--- src/hw/rtl/tls_pkg.sv ---
// Shared types and codes for the task lifecycle supervisor.
`default_nettype none

package tls_pkg;

    localparam int REG_W       = 22;
    localparam int EVENT_KEY_W = 32;
    localparam int REASON_W    = 4;
    localparam int OUT_TDATA_W = 40;
    localparam int DUR_W       = 32;
    localparam int CFG_ADDR_W  = 3;

    localparam logic [REG_W-1:0] SETTLE_MARGIN_MS = 22'd1000;

    // Request kinds carried on the input tuser.
    localparam logic [1:0] REQ_REGISTER = 2'd0;
    localparam logic [1:0] REQ_ABORT    = 2'd1;
    localparam logic [1:0] REQ_TICK     = 2'd2;

    // Action name codes.
    localparam logic [1:0] ACT_ABSENT = 2'd0;
    localparam logic [1:0] ACT_THIS   = 2'd1;

    // Valid mask codes.
    localparam logic [1:0] MASK_ROAD     = 2'd1;
    localparam logic [1:0] MASK_SIDEWALK = 2'd2;

    // Event codes carried on the output tuser.
    localparam logic [1:0] EV_STARTED   = 2'd0;
    localparam logic [1:0] EV_COMPLETED = 2'd1;
    localparam logic [1:0] EV_REJECTED  = 2'd2;
    localparam logic [1:0] EV_ABORTED   = 2'd3;

    // Reason codes.
    localparam logic [REASON_W-1:0] RSN_NONE          = 4'd0;
    localparam logic [REASON_W-1:0] RSN_SERVER_ABORT  = 4'd1;
    localparam logic [REASON_W-1:0] RSN_BUSY          = 4'd2;
    localparam logic [REASON_W-1:0] RSN_BAD_PAYLOAD   = 4'd3;
    localparam logic [REASON_W-1:0] RSN_BAD_MASK      = 4'd4;
    localparam logic [REASON_W-1:0] RSN_BAD_DURATION  = 4'd5;
    localparam logic [REASON_W-1:0] RSN_NOT_READY     = 4'd6;
    localparam logic [REASON_W-1:0] RSN_UNSAFE        = 4'd7;
    localparam logic [REASON_W-1:0] RSN_TRACKING_LOST = 4'd8;

    // Configuration register indexes.
    localparam logic [CFG_ADDR_W-1:0] CFG_STARTUP_HOLD   = 3'd0;
    localparam logic [CFG_ADDR_W-1:0] CFG_UNSAFE_TIMEOUT = 3'd1;
    localparam logic [CFG_ADDR_W-1:0] CFG_DEFAULT_DUR    = 3'd2;
    localparam logic [CFG_ADDR_W-1:0] CFG_MAX_DUR        = 3'd3;
    localparam logic [CFG_ADDR_W-1:0] CFG_DEFAULT_MASK   = 3'd4;

    typedef struct packed {
        logic [REG_W-1:0] startup_hold;
        logic [REG_W-1:0] unsafe_timeout;
        logic [REG_W-1:0] default_duration;
        logic [REG_W-1:0] max_duration;
    } cfg_t;

    typedef struct packed {
        logic       key_valid;
        logic [1:0] action_code;
        logic       payload_bad;
        logic       mask_given;
        logic [1:0] mask_value;
        logic       duration_given;
        logic       tracking_ok;
    } req_flags_t;

    typedef struct packed {
        logic                valid;
        logic [1:0]          task_event;
        logic [REASON_W-1:0] reason_code;
    } result_t;

    // Control bits that travel with a key probe along the history row.
    typedef struct packed {
        logic valid;
        logic hit;
    } probe_t;

endpackage

`default_nettype wire

--- src/hw/rtl/tls_supervisor.sv ---
// Task state and the decision that one request or tick makes on it.
`default_nettype none

module tls_supervisor #(
    parameter int KEY_WIDTH  = 32,
    parameter int TIME_WIDTH = 32
) (
    input  wire logic                  clk,
    input  wire logic                  rst_n,
    input  wire logic                  commit,
    input  wire tls_pkg::cfg_t         cfg,
    input  wire logic [1:0]            req_type,
    input  wire tls_pkg::req_flags_t   flags,
    input  wire logic [TIME_WIDTH-1:0] now_ms,
    input  wire logic [KEY_WIDTH-1:0]  task_key,
    input  wire logic [tls_pkg::DUR_W-1:0] duration_ms,
    input  wire logic                  hit,
    output tls_pkg::result_t           result,
    output logic [tls_pkg::EVENT_KEY_W-1:0] result_key,
    output logic                       record
);

    localparam int CW = (TIME_WIDTH > tls_pkg::DUR_W) ? TIME_WIDTH : tls_pkg::DUR_W;
    localparam int REG_W_P1 = tls_pkg::REG_W + 1;

    logic                      running_reg,      running_next;
    logic                      seen_reg,         seen_next;
    logic                      pending_reg,      pending_next;
    logic [KEY_WIDTH-1:0]      running_key_reg,  running_key_next;
    logic [TIME_WIDTH-1:0]     start_time_reg,   start_time_next;
    logic [tls_pkg::DUR_W-1:0] run_length_reg,   run_length_next;
    logic [TIME_WIDTH-1:0]     unsafe_start_reg, unsafe_start_next;

    logic [TIME_WIDTH-1:0]     elapsed;
    logic [TIME_WIDTH-1:0]     unsafe_elapsed;
    logic                      in_hold;
    logic                      run_over;
    logic                      unsafe_over;
    logic                      req_match;
    logic                      mask_bad;
    logic                      dur_bad;
    logic                      abort_match;
    logic [REG_W_P1-1:0]       hold_plus_margin;
    logic                      use_running_key;

    assign elapsed        = now_ms - start_time_reg;
    assign unsafe_elapsed = now_ms - unsafe_start_reg;
    assign in_hold        = CW'(elapsed) < CW'(cfg.startup_hold);
    assign run_over       = CW'(elapsed) >= CW'(run_length_reg);
    assign unsafe_over    = CW'(unsafe_elapsed) >= CW'(cfg.unsafe_timeout);

    assign hold_plus_margin = REG_W_P1'(cfg.startup_hold) + REG_W_P1'(tls_pkg::SETTLE_MARGIN_MS);

    assign req_match = flags.key_valid && (flags.action_code == tls_pkg::ACT_THIS);
    assign mask_bad  = flags.mask_given && (flags.mask_value != tls_pkg::MASK_ROAD)
                       && (flags.mask_value != tls_pkg::MASK_SIDEWALK);
    assign dur_bad   = flags.duration_given
                       && ((duration_ms < tls_pkg::DUR_W'(hold_plus_margin))
                           || (duration_ms > tls_pkg::DUR_W'(cfg.max_duration)));
    assign abort_match = running_reg && flags.key_valid && (task_key == running_key_reg)
                         && ((flags.action_code == tls_pkg::ACT_ABSENT)
                             || (flags.action_code == tls_pkg::ACT_THIS));

    always_comb
    begin
        running_next      = running_reg;
        seen_next         = seen_reg;
        pending_next      = pending_reg;
        running_key_next  = running_key_reg;
        start_time_next   = start_time_reg;
        run_length_next   = run_length_reg;
        unsafe_start_next = unsafe_start_reg;
        result            = '0;
        record            = 1'b0;
        use_running_key   = 1'b0;

        case (req_type)
            tls_pkg::REQ_ABORT:
            begin
                if (abort_match)
                begin
                    result          = '{1'b1, tls_pkg::EV_ABORTED, tls_pkg::RSN_SERVER_ABORT};
                    use_running_key = 1'b1;
                    running_next    = 1'b0;
                    seen_next       = 1'b0;
                    pending_next    = 1'b0;
                end
            end
            tls_pkg::REQ_REGISTER:
            begin
                if (req_match && !hit)
                begin
                    record = 1'b1;
                    if (running_reg)
                    begin
                        result = '{1'b1, tls_pkg::EV_REJECTED, tls_pkg::RSN_BUSY};
                    end
                    else if (flags.payload_bad)
                    begin
                        result = '{1'b1, tls_pkg::EV_REJECTED, tls_pkg::RSN_BAD_PAYLOAD};
                    end
                    else if (mask_bad)
                    begin
                        result = '{1'b1, tls_pkg::EV_REJECTED, tls_pkg::RSN_BAD_MASK};
                    end
                    else if (dur_bad)
                    begin
                        result = '{1'b1, tls_pkg::EV_REJECTED, tls_pkg::RSN_BAD_DURATION};
                    end
                    else if (!flags.tracking_ok)
                    begin
                        result = '{1'b1, tls_pkg::EV_REJECTED, tls_pkg::RSN_NOT_READY};
                    end
                    else
                    begin
                        result           = '{1'b1, tls_pkg::EV_STARTED, tls_pkg::RSN_NONE};
                        running_next     = 1'b1;
                        running_key_next = task_key;
                        start_time_next  = now_ms;
                        run_length_next  = flags.duration_given ? duration_ms
                                           : tls_pkg::DUR_W'(cfg.default_duration);
                        seen_next        = 1'b0;
                        pending_next     = 1'b0;
                    end
                end
            end
            tls_pkg::REQ_TICK:
            begin
                if (running_reg && !in_hold)
                begin
                    use_running_key = 1'b1;
                    if (flags.tracking_ok)
                    begin
                        seen_next    = 1'b1;
                        pending_next = 1'b0;
                    end
                    else if (!pending_reg)
                    begin
                        pending_next      = 1'b1;
                        unsafe_start_next = now_ms;
                    end

                    // The unsafe timeout wins over completion on the same tick.
                    if (!flags.tracking_ok && pending_reg && unsafe_over)
                    begin
                        result = '{1'b1, tls_pkg::EV_ABORTED, tls_pkg::RSN_UNSAFE};
                    end
                    else if (run_over)
                    begin
                        if (seen_reg && flags.tracking_ok)
                        begin
                            result = '{1'b1, tls_pkg::EV_COMPLETED, tls_pkg::RSN_NONE};
                        end
                        else
                        begin
                            result = '{1'b1, tls_pkg::EV_ABORTED, tls_pkg::RSN_TRACKING_LOST};
                        end
                    end

                    if (result.valid)
                    begin
                        running_next = 1'b0;
                        seen_next    = 1'b0;
                        pending_next = 1'b0;
                    end
                end
            end
            default:
            begin
            end
        endcase
    end

    assign result_key = use_running_key ? tls_pkg::EVENT_KEY_W'(running_key_reg)
                                        : tls_pkg::EVENT_KEY_W'(task_key);

    always_ff @(posedge clk or negedge rst_n)
    begin
        if (!rst_n)
        begin
            running_reg <= 1'b0;
            seen_reg    <= 1'b0;
            pending_reg <= 1'b0;
        end
        else if (commit)
        begin
            running_reg <= running_next;
            seen_reg    <= seen_next;
            pending_reg <= pending_next;
        end
    end

    // These only matter while a task runs or a non-tracking spell is pending.
    always_ff @(posedge clk)
    begin
        if (commit)
        begin
            running_key_reg  <= running_key_next;
            start_time_reg   <= start_time_next;
            run_length_reg   <= run_length_next;
            unsafe_start_reg <= unsafe_start_next;
        end
    end

endmodule

`default_nettype wire

--- config.mk ---
export PLATFORM = sky130hd
export DESIGN_NAME = tls_supervisor
export DESIGN_NICKNAME = d
export VERILOG_FILES = /design/src/hw/rtl/tls_pkg.sv /design/src/hw/rtl/tls_supervisor.sv
export SDC_FILE = /design/constraint.sdc
export NUM_CORES = 1
export LEC_CHECK = 0
export BUFFER_PORTS_ARGS = -buffer_cell sky130_fd_sc_hd__buf_2
export CAP_MARGIN = 20
export CORE_MARGIN = 2
export CORE_UTILIZATION = 58
export CTS_CLUSTER_SIZE = 28
export DETAILED_ROUTE_END_ITERATION = 7
export GPL_TIMING_DRIVEN = 0
export PLACE_DENSITY = 0.83
export SYNTH_ARGS = -nofsm -noshare
export SYNTH_HDL_FRONTEND = slang
export SYNTH_SLANG_ARGS = --single-unit
--- constraint.sdc ---
create_clock -name clk -period 11.57 [get_ports clk]
set_input_delay 2.8925 -clock clk [delete_from_list [all_inputs] [get_ports clk]]
set_output_delay 2.8925 -clock clk [all_outputs]
set_load 0.02 [all_outputs]
# After elaboration in Yosys (flattened, before gate mapping)
# Cells that the tools add are included.
totals:
  regBits: 131
  latchBits: 0
  mem_bits_rw: 0
  romBits: 0
  inputBits: 199
  memories: 0
classes:
  addsub: 3
  mul: 0
  div: 0
  n_lt_le_gt_ge: 5
  eq_ne: 16
  n_shift: 0
  n_mux: 45
  bitwise: 6
  reduce_logical: 25
ops:
  columns: ["cell", "n"]
  rows:
  - ["32-bit subtractor", 2]
  - ["7-bit 2-to-1 mux", 7]
  - ["6-bit 2-to-1 mux", 6]
  - ["32-bit == test", 1]
  - ["32-bit by 22-bit >= comparator with 1-bit output", 1]
  - ["32-bit >= comparator", 1]
  - ["32-bit by 22-bit > comparator with 1-bit output", 1]
  - ["32-bit by 22-bit < comparator with 1-bit output", 1]
  - ["32-bit by 23-bit < comparator with 1-bit output", 1]
  - ["32-bit 2-to-1 mux", 1]
  - ["1-bit 2-to-1 mux", 25]
  - ["22-bit by 10-bit adder with 23-bit output, second input constant", 1]
  - ["22-bit 2-to-1 mux", 1]
  - ["7-bit case mux with 3 select lines", 1]
  - ["2-bit != test, second input constant", 10]
  - ["1-bit logical AND", 12]
  - ["11-bit AND reduction", 1]
  - ["10-bit AND reduction", 1]
  - ["1-bit case mux with 3 select lines", 3]
  - ["8-bit AND reduction", 1]
  - ["1-bit inverter", 6]
  - ["6-bit AND reduction", 1]
  - ["5-bit AND reduction", 1]
  - ["2-bit by 1-bit == test with 1-bit output, second input constant", 2]
  - ["8 further kinds", 12]

# Depth between registers and ports, before layout
# Gate-level depths: netlist of run 1.
depth:
  word_depth: 10
  ltp_mapped: 25
  ltp_nobuf: 25

# Least setup slack after synthesis of run 1
# Ideal clock, no wire load.
synth_timing:
  kind: "input to output"
  startpoint: "input port now_ms[0]"
  endpoint: "output port result[3] (netlist bit)"
  arrival_time_ns: 7.469
  required_time_ns: 8.677
  slack_ns: 1.209
  stages: 24
  path_buffers: 0
  cell_sequence: "inv_1 ha_1 inv_1 fa_1 a21o_1 a221oi_1 o211ai_1 or4b_2 a21oi_1 o21ai_0 nor2b_1 o21bai_1 a21oi_1 xnor2_1 ha_1 a21o_1 a21oi_1 o21ai_0 a21o_1 a21oi_1 o211ai_1 a2111oi_2 a311oi_1 nor4_1"
synth_rtl:
  columns: ["element", "line_no", "text"]
  rows:
  - ["start, declared", "tls_supervisor.sv:14", "input wire logic [TIME_WIDTH-1:0] now_ms,"]
  - ["end, declared", "tls_supervisor.sv:18", "output tls_pkg::result_t result,"]

==> flow_metrics.tcl, run 1 <==
set metrics [dict create \
    clock_sinks 131 \
    min-delay-start "seen_reg" \
    finalMaxSlewViolations 0 \
    worstPathMaxFanout 4 \
    drt_iter0_drc 766 \
    grt_pass1_wl_um 55200 \
    viasPerCell 5.87 \
    areaGrowthSynthToFinish_pct 16.8 \
    synth_seq_cells 131 \
    critPathCaptureType "primary output" \
    synth_nets 1798 \
    final_util 0.692 \
    synth-compound-area-share 0.186 \
    setup_tns_ns 0 \
    vias 11533 \
    yosys.area.top_type_share 0.296 \
    wl_per_cell_um 17.4 \
    finalSetupViolCount 0 \
    cts_buffers 17 \
    postSynthCellCount 1410 \
    post-place-ws_ns 0.297 \
    dr.pass1.iters 6 \
    finalCriticalPeriod_ns 11.04 \
    dieArea_mm2 0.0236 \
    cpPeakStageDelay_ns 0.64 \
    fmax_mhz 90.6 \
    ys_types 79 \
    maxCapViolations 0 \
    wl_um 34300 \
    syn-cell-area_mm2 0.0130 \
    fin_ws_ns 0.535 \
    yosys_most_used_dff "edfxtp_1" \
    yosysTopAreaCell "edfxtp_1" \
    ant_nets 0 \
    crit_top_cell "a21oi_1" \
    globalplace.congestion 0.940 \
    hold_ws_ns 0.564 \
    cts_tree "done" \
    grt_use_total 0.286 \
    peakVddDrop_mv 0.0893 \
    overflow 0 \
    synthTopCellsByCount "inv_1, ha_1, edfxtp_1" \
    fin_crit_sh 0.954 \
    rows 54 \
    tightest_slew_ns 0.922 \
    startpoint_type "input port" \
    cp-startpoint "now_ms[0]" \
    r2r_start "start_time_reg[8]" \
    grt.busiest_layer "met2" \
    core_mm2 0.0219 \
    yosysMostFrequentCell "inv_1" \
    synth_xor_xnor_area_share 0.0669 \
    nNetsFinal 2059 \
    leakage_nw 7.12 \
    yosysWarnings 0 \
    cts.clk_slew.worst_paths_ns 0.06 \
    synth_seq_area_share 0.302 \
    grt_use_met3 0.0567 \
    start_util 0.592 \
    grt_pass1_vias 11408 \
    met2_usage 0.504 \
    synth_area_leaders "edfxtp_1, ha_1, inv_1" \
    synth_area_per_cell_um2 9.19 \
    cp.required_ns 8.68 \
    hold_viol 0 \
    relSlewSlack 0.384 \
    rsz0062_at_grt "false" \
    num_io_pins 239 \
    die_x_um 154 \
    synthSimpleGateAreaFrac 0.135 \
    critPathArrivalTime_ns 8.14 \
    hp-class "reg2reg" \
    antenna_found_initial 1 \
    power_density_mw_per_mm2 92.3 \
    skew_ns 0.0104 \
    dp.final_hpwl_um 27900 \
    synth-edff-count 128 \
    cts_max_level 4 \
    cts_max_path_buffers 2 \
    status "completed" \
    cpMaxStageDelayCell "or4b_2" \
    critical_path_class "in2out" \
    drive_above_1_share 0.213 \
    clkLatencyLatePin_ns 0.43 \
    io_buffers 236 \
    use_met1 0.354 \
    cts-hold-fix-buffers 0 \
    synth_top_family_by_area "compound AO/OA/AOI/OAI gates" \
    drcViolationCount 0 \
    chipHeight_um 154 \
    grt_max_degree 37 \
    async_flop_share 0.0229 \
    synthMuxAreaShare 0.0580 \
    synthAdderAreaFrac 0.184 \
    clock-root-buffer "clkbuf_16" \
]
[path summary, 6_finish.rpt]
path | cells past startpoint | slack [ns] | endpoint
max in group asynchronous | 1 | 9.22 | pending_reg
max reg2reg | 22 | 5.76 | unsafe_start_reg[8]
min reg2reg | 1 | 0.56 | seen_reg
min | 1 | 0.56 | seen_reg
max | 27 | 0.53 | result[6]
min in group asynchronous | 1 | 2.25 | running_reg
[layer usage]
metal | wire (um) | vias up
met4 | 867 | 0
met3 | 2050 | 62
met1 | 14700 | 5400
met5 | 0 | -
met2 | 16600 | 411
li1 | - | 5660
[per-stage QoR]
step	instance area, um^2	instances	power (W)
after floorplan	13000	1410	0.000775
after global placement	14500	1926	0.000880
after detailed placement	14600	1931	0.000893
after CTS	15100	1963	0.00140
after global routing	15100	1965	0.00146
final	15100	1965	0.00140
[logic make-up (layout without fill, tap and decap cells)]
kind of cell,Yosys count,count (layout)
compound gates,366,366
simple gates,342,342
buf+inv,226,500
fa+ha+maj,189,189
flops,131,131
xor+xnor,99,99
mux,57,57
other cells,0,1
[power by group]
group | switching (W) | internal (W)
Clock | 0.000229 | 0.000279
Sequential | 0.00000243 | 0.000524
Combinational | 0.000204 | 0.000160
[final cells by class]
| type | count | area [um^2] |
|---|---|---|
| Tap cell | 280 | 350 |
| Inverter | 199 | 747 |
| Clock buffer | 17 | 425 |
| Sequential cell | 131 | 3920 |
| Multi-Input combinational cell | 1053 | 8200 |
| Clock inverter | 15 | 121 |
| Timing Repair Buffer | 242 | 1250 |
| Fill cell | 1721 | 6750 |
| Buffer | 27 | 136 |
| Antenna cell | 1 | 2.50 |
[worst max-delay path: cells and delay by family]
kind	cells	cell delay, ns
AOI/OAI and AO/OA	17	3.17
xor gates and xnor gates	1	0.19
adders and majority gates	3	0.69
buffers and inverters	4	0.38
and+or+nand+nor	2	0.80
[layout by cell type, fill, tap and decap left out, types with 16 or more instances in the layout]
cell	netlist	routed
buf_2	4	241
inv_1	199	199
ha_1	187	187
edfxtp_1	128	128
a21oi_1	107	107
nand2_1	85	85
nor2_1	75	74
xnor2_1	67	67
o21ai_0	66	66
a21o_1	55	55
xor2_1	32	32
nand4_1	30	30
mux2_4	30	30
nand3_1	29	29
mux2_2	25	25
a211oi_1	19	19
and2_1	19	19
clkbuf_1	18	18
clkbuf_16	0	17
nor3_1	16	16
[timing repair]
item,in CTS,in global routing
endpoints found under the setup margin,0,6
buffers inserted,0,0
resized for setup,0,2
(Power assumes the default switching activity.)
==> inputs of run 2 (changes only) <==
--- a/config.mk
+++ b/config.mk
@@ -8,11 +8,11 @@
 export BUFFER_PORTS_ARGS = -buffer_cell sky130_fd_sc_hd__buf_2
 export CAP_MARGIN = 20
 export CORE_MARGIN = 2
-export CORE_UTILIZATION = 58
+export CORE_UTILIZATION = 56
 export CTS_CLUSTER_SIZE = 28
 export DETAILED_ROUTE_END_ITERATION = 7
 export GPL_TIMING_DRIVEN = 0
-export PLACE_DENSITY = 0.83
+export PLACE_DENSITY = 0.8
 export SYNTH_ARGS = -nofsm -noshare
 export SYNTH_HDL_FRONTEND = slang
 export SYNTH_SLANG_ARGS = --single-unit
==> run 2 against run 1 <==
Compared with the run above:
- combinational power hardly changed
- power grew 7.0%
- via count grew 0.69%
- sequential share of layout area down 0.20 points
- register-to-register slack worse by 0.12 ns
- non-clock buffer count stayed put
- clock skew grew 0.0028 ns
- largest power group is now the clock network
- critical path depth unchanged
- clock power increased by 19%
- highest routed layer unchanged
- first-iteration DRC count is 0.26% higher
- hold slack improved by 0.023 ns
==> flow_metrics.tcl, run 2 (synthesized netlist as in run 1, its figures left out) <==
set metrics [dict create \
    status "completed" \
    drt_iter0_drc 768 \
    maxCapViolations 0 \
    viasPerCell 5.90 \
    finalCriticalPeriod_ns 11.12 \
    hold_path_end "seen_reg" \
    finalSetupViolCount 0 \
    post-place-ws_ns 0.390 \
    hold_viol 0 \
    hp-class "reg2reg" \
    grt_max_degree 34 \
    dp.final_hpwl_um 27700 \
    critPathCaptureType "primary output" \
    critical_path_class "in2out" \
    min-delay-start "seen_reg" \
    nNetsFinal 2059 \
    cts_max_path_buffers 2 \
    cp-startpoint "now_ms[0]" \
    ant_nets 0 \
    drive_above_1_share 0.213 \
    fmax_mhz 89.9 \
    final_common_cell "buf_2" \
    r2r_slack_ns 5.64 \
    antenna_found_initial 0 \
    min_path_cells 1 \
    fin_crit_sh 0.961 \
    die_x_um 156 \
    num_io_pins 239 \
    leakage_nw 7.19 \
    io_buffers 236 \
    critPathArrivalTime_ns 8.23 \
    wl_um 34100 \
    final_cell_count_no_fill 1969 \
    skew_ns 0.0132 \
    grt_pass1_vias 11414 \
    r2r_cells 22 \
    setup_tns_ns 0 \
    clkLatencyLatePin_ns 0.43 \
    grt_use_total 0.283 \
    post_cts_resized 0 \
    r2r_end "unsafe_start_reg[6]" \
    cts-hold-fix-buffers 0 \
    layout_common_cells "buf_2, inv_1, ha_1" \
    start_util 0.571 \
    dieArea_mm2 0.0244 \
    overflow 0 \
    chipHeight_um 156 \
    rsz0062_at_grt "false" \
    dp_cells 1937 \
    vias 11613 \
    startpoint_type "input port" \
    wl_per_cell_um 17.3 \
    clock_sinks 131 \
    relSlewSlack 0.259 \
    cts_buffers 17 \
    cts_tree "done" \
    dr.pass1.iters 6 \
    core_mm2 0.0227 \
    r2r_start "start_time_reg[8]" \
    areaGrowthSynthToFinish_pct 17.7 \
    worstPathMaxFanout 4 \
    cp.required_ns 8.68 \
    antenna_cells 0 \
    finalMaxSlewViolations 0 \
    fin_ws_ns 0.450 \
    grt_pass1_wl_um 55400 \
    peakVddDrop_mv 0.0926 \
    rows 55 \
    postCtsSetupBuffers 0 \
    power_density_mw_per_mm2 98.0 \
    cts_max_level 4 \
    clock-root-buffer "clkbuf_16" \
    globalplace.congestion 0.931 \
    drcViolationCount 0 \
    tightest_slew_ns 1.10 \
    cts.clk_slew.worst_paths_ns 0.07 \
]
-- run 2: final cells by class --
type                            instances  area, um^2
Buffer                                 27         136
Clock buffer                           17         425
Clock inverter                         15         218
Fill cell                            1863        7450
Inverter                              199         747
Multi-Input combinational cell       1053        8190
Sequential cell                       131        3920
Tap cell                              285         357
Timing Repair Buffer                  242        1270
-- run 2: how the worst max path moves through the flow --
stage	slack (ns)	cells after the start	endpoint
after floorplan	1.21	24	result[3]
after global placement	-0.65	17	run_length_reg[1]
after detailed placement	0.39	27	result[6]
after CTS	0.38	27	result[6]
after global routing	0.02	27	result[6]
final	0.45	27	result[6]
-- run 2: power by group --
part           switching, W  total (W)  internal, W
Clock              0.000237   0.000605     0.000368
Combinational      0.000204   0.000364     0.000160
Sequential       0.00000252   0.000526     0.000524
-- run 2: through the flow --
| stage | util | power, W | hold WS, ns | area, um^2 |
|---|---|---|---|---|
| 3_3_place_gp | 0.639 | 0.000879 | 0.546 | 14500 |
| 2_1_floorplan | - | 0.000775 | 0.504 | 13000 |
| 5_1_grt | 0.672 | 0.00156 | 0.592 | 15300 |
| 6_report | 0.672 | 0.00150 | 0.587 | 15300 |
| 4_1_cts | 0.672 | 0.00150 | 0.583 | 15200 |
| 3_5_place_dp | 0.643 | 0.000893 | 0.567 | 14600 |
-- run 2: critical path, cell delays in order --
cell,delay [ns]
buf_2,0.11
inv_1,0.08
ha_1,0.16
inv_1,0.05
fa_1,0.40
a21o_1,0.19
a221oi_1,0.48
o211ai_1,0.32
or4b_2,0.30
a21oi_1,0.08
o21ai_0,0.15
nor2b_1,0.23
o21bai_1,0.09
a21oi_1,0.18
xnor2_1,0.15
ha_1,0.27
a21o_1,0.18
a21oi_1,0.16
o21ai_0,0.11
a21o_1,0.19
a21oi_1,0.14
o211ai_1,0.14
a2111oi_4,0.34
a311o_1,0.32
a211oi_2,0.11
o31a_1,0.26
buf_2,0.15
-- run 2: layer usage --
metal / track usage / routed length [um] / vias up
met5: 0 / 0 / -
met2: 0.505 / 16600 / 410
met4: 0.0795 / 786 / 0
met3: 0.0431 / 2040 / 56
met1: 0.357 / 14700 / 5483
li1: - / - / 5664
==> inputs of run 3 (changes only) <==
--- a/config.mk
+++ b/config.mk
@@ -9,10 +9,12 @@
 export CAP_MARGIN = 20
 export CORE_MARGIN = 2
 export CORE_UTILIZATION = 56
+export CTS_CLUSTER_DIAMETER = 40
 export CTS_CLUSTER_SIZE = 28
 export DETAILED_ROUTE_END_ITERATION = 7
 export GPL_TIMING_DRIVEN = 0
 export PLACE_DENSITY = 0.8
+export REMOVE_ABC_BUFFERS = 1
 export SYNTH_ARGS = -nofsm -noshare
 export SYNTH_HDL_FRONTEND = slang
 export SYNTH_SLANG_ARGS = --single-unit
==> run 3 against run 2 <==
Compared with the run above:
- power decreased by 6.9%
- critical path type unchanged
- sequential share of layout area increased by 0.37 points
- largest power group is now sequential cells
- via count is 2.4% lower
==> flow_metrics.tcl, run 3 (synthesized netlist as in run 1, its figures left out) <==
set metrics [dict create \
    final_util 0.663 \
    seqPwrFrac 0.378 \
    final_common_cell "buf_2" \
    dieArea_mm2 0.0244 \
    finalCriticalPeriod_ns 11.03 \
    nFillCells 1830 \
    grt_pass1_vias 11329 \
    die_x_um 156 \
    cpMaxStageDelayCell "a221oi_1" \
    cp.required_ns 8.68 \
    p_sw_w 0.000417 \
    wl_per_cell_um 17.2 \
    wl_um 33300 \
    relSlewSlack 0.357 \
    overflow 0 \
    grt_pass1_wl_um 54000 \
    grt_max_degree 36 \
    finalMaxSlewViolations 0 \
    cts_tree "done" \
    viasPerCell 5.83 \
    critical_path_class "in2out" \
    setup_tns_ns 0 \
    clock_sinks 131 \
    peakVddDrop_mv 0.0989 \
    layout_common_cells "buf_2, inv_1, ha_1" \
    dr.pass1.iters 5 \
    postCtsSetupBuffers 0 \
    dp_cells 1912 \
    cpPeakStageDelay_ns 0.47 \
    power.internal_w 0.000975 \
    critPathArrivalTime_ns 8.14 \
    hold_viol 0 \
    num_io_pins 239 \
    rsz0062_at_grt "false" \
    vias 11339 \
    power_density_mw_per_mm2 92.5 \
    skew_ns 0.0152 \
    ant_nets 0 \
    worstPathMaxFanout 4 \
    combPwrFrac 0.259 \
    cts.clk_slew.worst_paths_ns 0.06 \
    startpoint_type "input port" \
    clock-root-buffer "clkbuf_16" \
    switching_share 0.299 \
    final_cell_count_no_fill 1944 \
    areaGrowthSynthToFinish_pct 16.0 \
    fmax_mhz 90.6 \
    grt_use_total 0.276 \
    io_buffers 238 \
    cts_max_path_buffers 2 \
    antenna_found_initial 1 \
    dp.final_hpwl_um 27300 \
    maxCapViolations 0 \
    rows 55 \
    critPathCaptureType "primary output" \
    core_mm2 0.0227 \
    post-place-ws_ns 0.376 \
    drive_above_1_share 0.211 \
    finalSetupViolCount 0 \
    r2r_slack_ns 5.76 \
    status "completed" \
    cts_buffers 17 \
    p_clk_frac 0.362 \
    nNetsFinal 2035 \
    globalplace.congestion 0.886 \
    cts_max_level 4 \
    tightest_slew_ns 0.963 \
    fin_ws_ns 0.535 \
    start_util 0.571 \
    hp-class "reg2reg" \
    leakage_nw 7.08 \
    drcViolationCount 0 \
    cts-hold-fix-buffers 0 \
    crit_top_cell "a21oi_1" \
    drt_iter0_drc 642 \
    clkLatencyLatePin_ns 0.43 \
    fin_crit_sh 0.954 \
    chipHeight_um 156 \
]
[run 3: changes by cell type in the layout (fill, tap and decap cells not counted)]
cell,previous run,this run
buf_1,1,0
clkinv_1,0,2
bufinv_16,4,1
inv_6,6,2
buf_6,4,0
clkbuf_1,18,0
clkinv_2,1,2
inv_8,2,0
clkinvlp_4,0,4
o21ai_4,0,1
diode_2,0,1
buf_2,240,239
o21ai_2,1,0
[run 3: routing by layer]
metal | track usage | wire length (um) | vias to the layer above
li1 | - | - | 5599
met1 | 0.353 | 14700 | 5271
met2 | 0.466 | 15700 | 397
met3 | 0.0472 | 1920 | 72
met4 | 0.107 | 964 | 0
met5 | 0 | 0 | -
[run 3: power groups by stage]
| stage | Sequential, W | Clock (W) | Combinational, W |
|---|---|---|---|
| global route | 0.000526 | 0.000528 | 0.000404 |
| floorplan | 0.000536 | 0 | 0.000237 |
| finish | 0.000526 | 0.000504 | 0.000361 |
| global placement | 0.000536 | 0 | 0.000342 |
| CTS | 0.000526 | 0.000508 | 0.000358 |
| detailed placement | 0.000536 | 0 | 0.000354 |
[run 3: worst max-delay path: cells and delay by family]
family	cells	cell delay (ns)
adders and majority gates	3	0.83
AOI/OAI and AO/OA	17	3.34
xor gates and xnor gates	1	0.15
buffers and inverters	4	0.40
and+or+nand+nor	2	0.51
[run 3: cell type report]
cell class,instances,area (um^2),area share
multi-input combinational,1053,8200,0.545
sequential,131,3920,0.260
timing repair buffer,245,1290,0.0855
inverter,199,747,0.0496
clock buffer,17,425,0.0283
tap,285,357,0.0237
clock inverter,13,113,0.00748
antenna,1,2.50,0.000166
[run 3: what timing repair did]
action | 4_1_cts | 5_1_grt
hold endpoints to repair | 0 | 0
resized for setup | 0 | 1
endpoints found under the setup margin | 0 | 4
[run 3: final timing paths]
check	startpoint	to	depth (start not counted)
setup / recovery	now_ms[0]	result[6]	27
max in group asynchronous	rst_n	pending_reg	1
setup reg to reg	start_time_reg[8]	unsafe_start_reg[6]	21
hold reg to reg	seen_reg	seen_reg	1
hold / removal	seen_reg	seen_reg	1
min in group asynchronous	rst_n	running_reg	1
[run 3: stage by stage]
step	total power (W)	instance area, um^2	hold WS, ns
3_3_place_gp	0.000878	14400	0.545
2_1_floorplan	0.000773	12800	0.504
4_1_cts	0.00139	15000	0.564
5_1_grt	0.00146	15000	0.592
6_report	0.00139	15000	0.574
3_5_place_dp	0.000891	14500	0.544
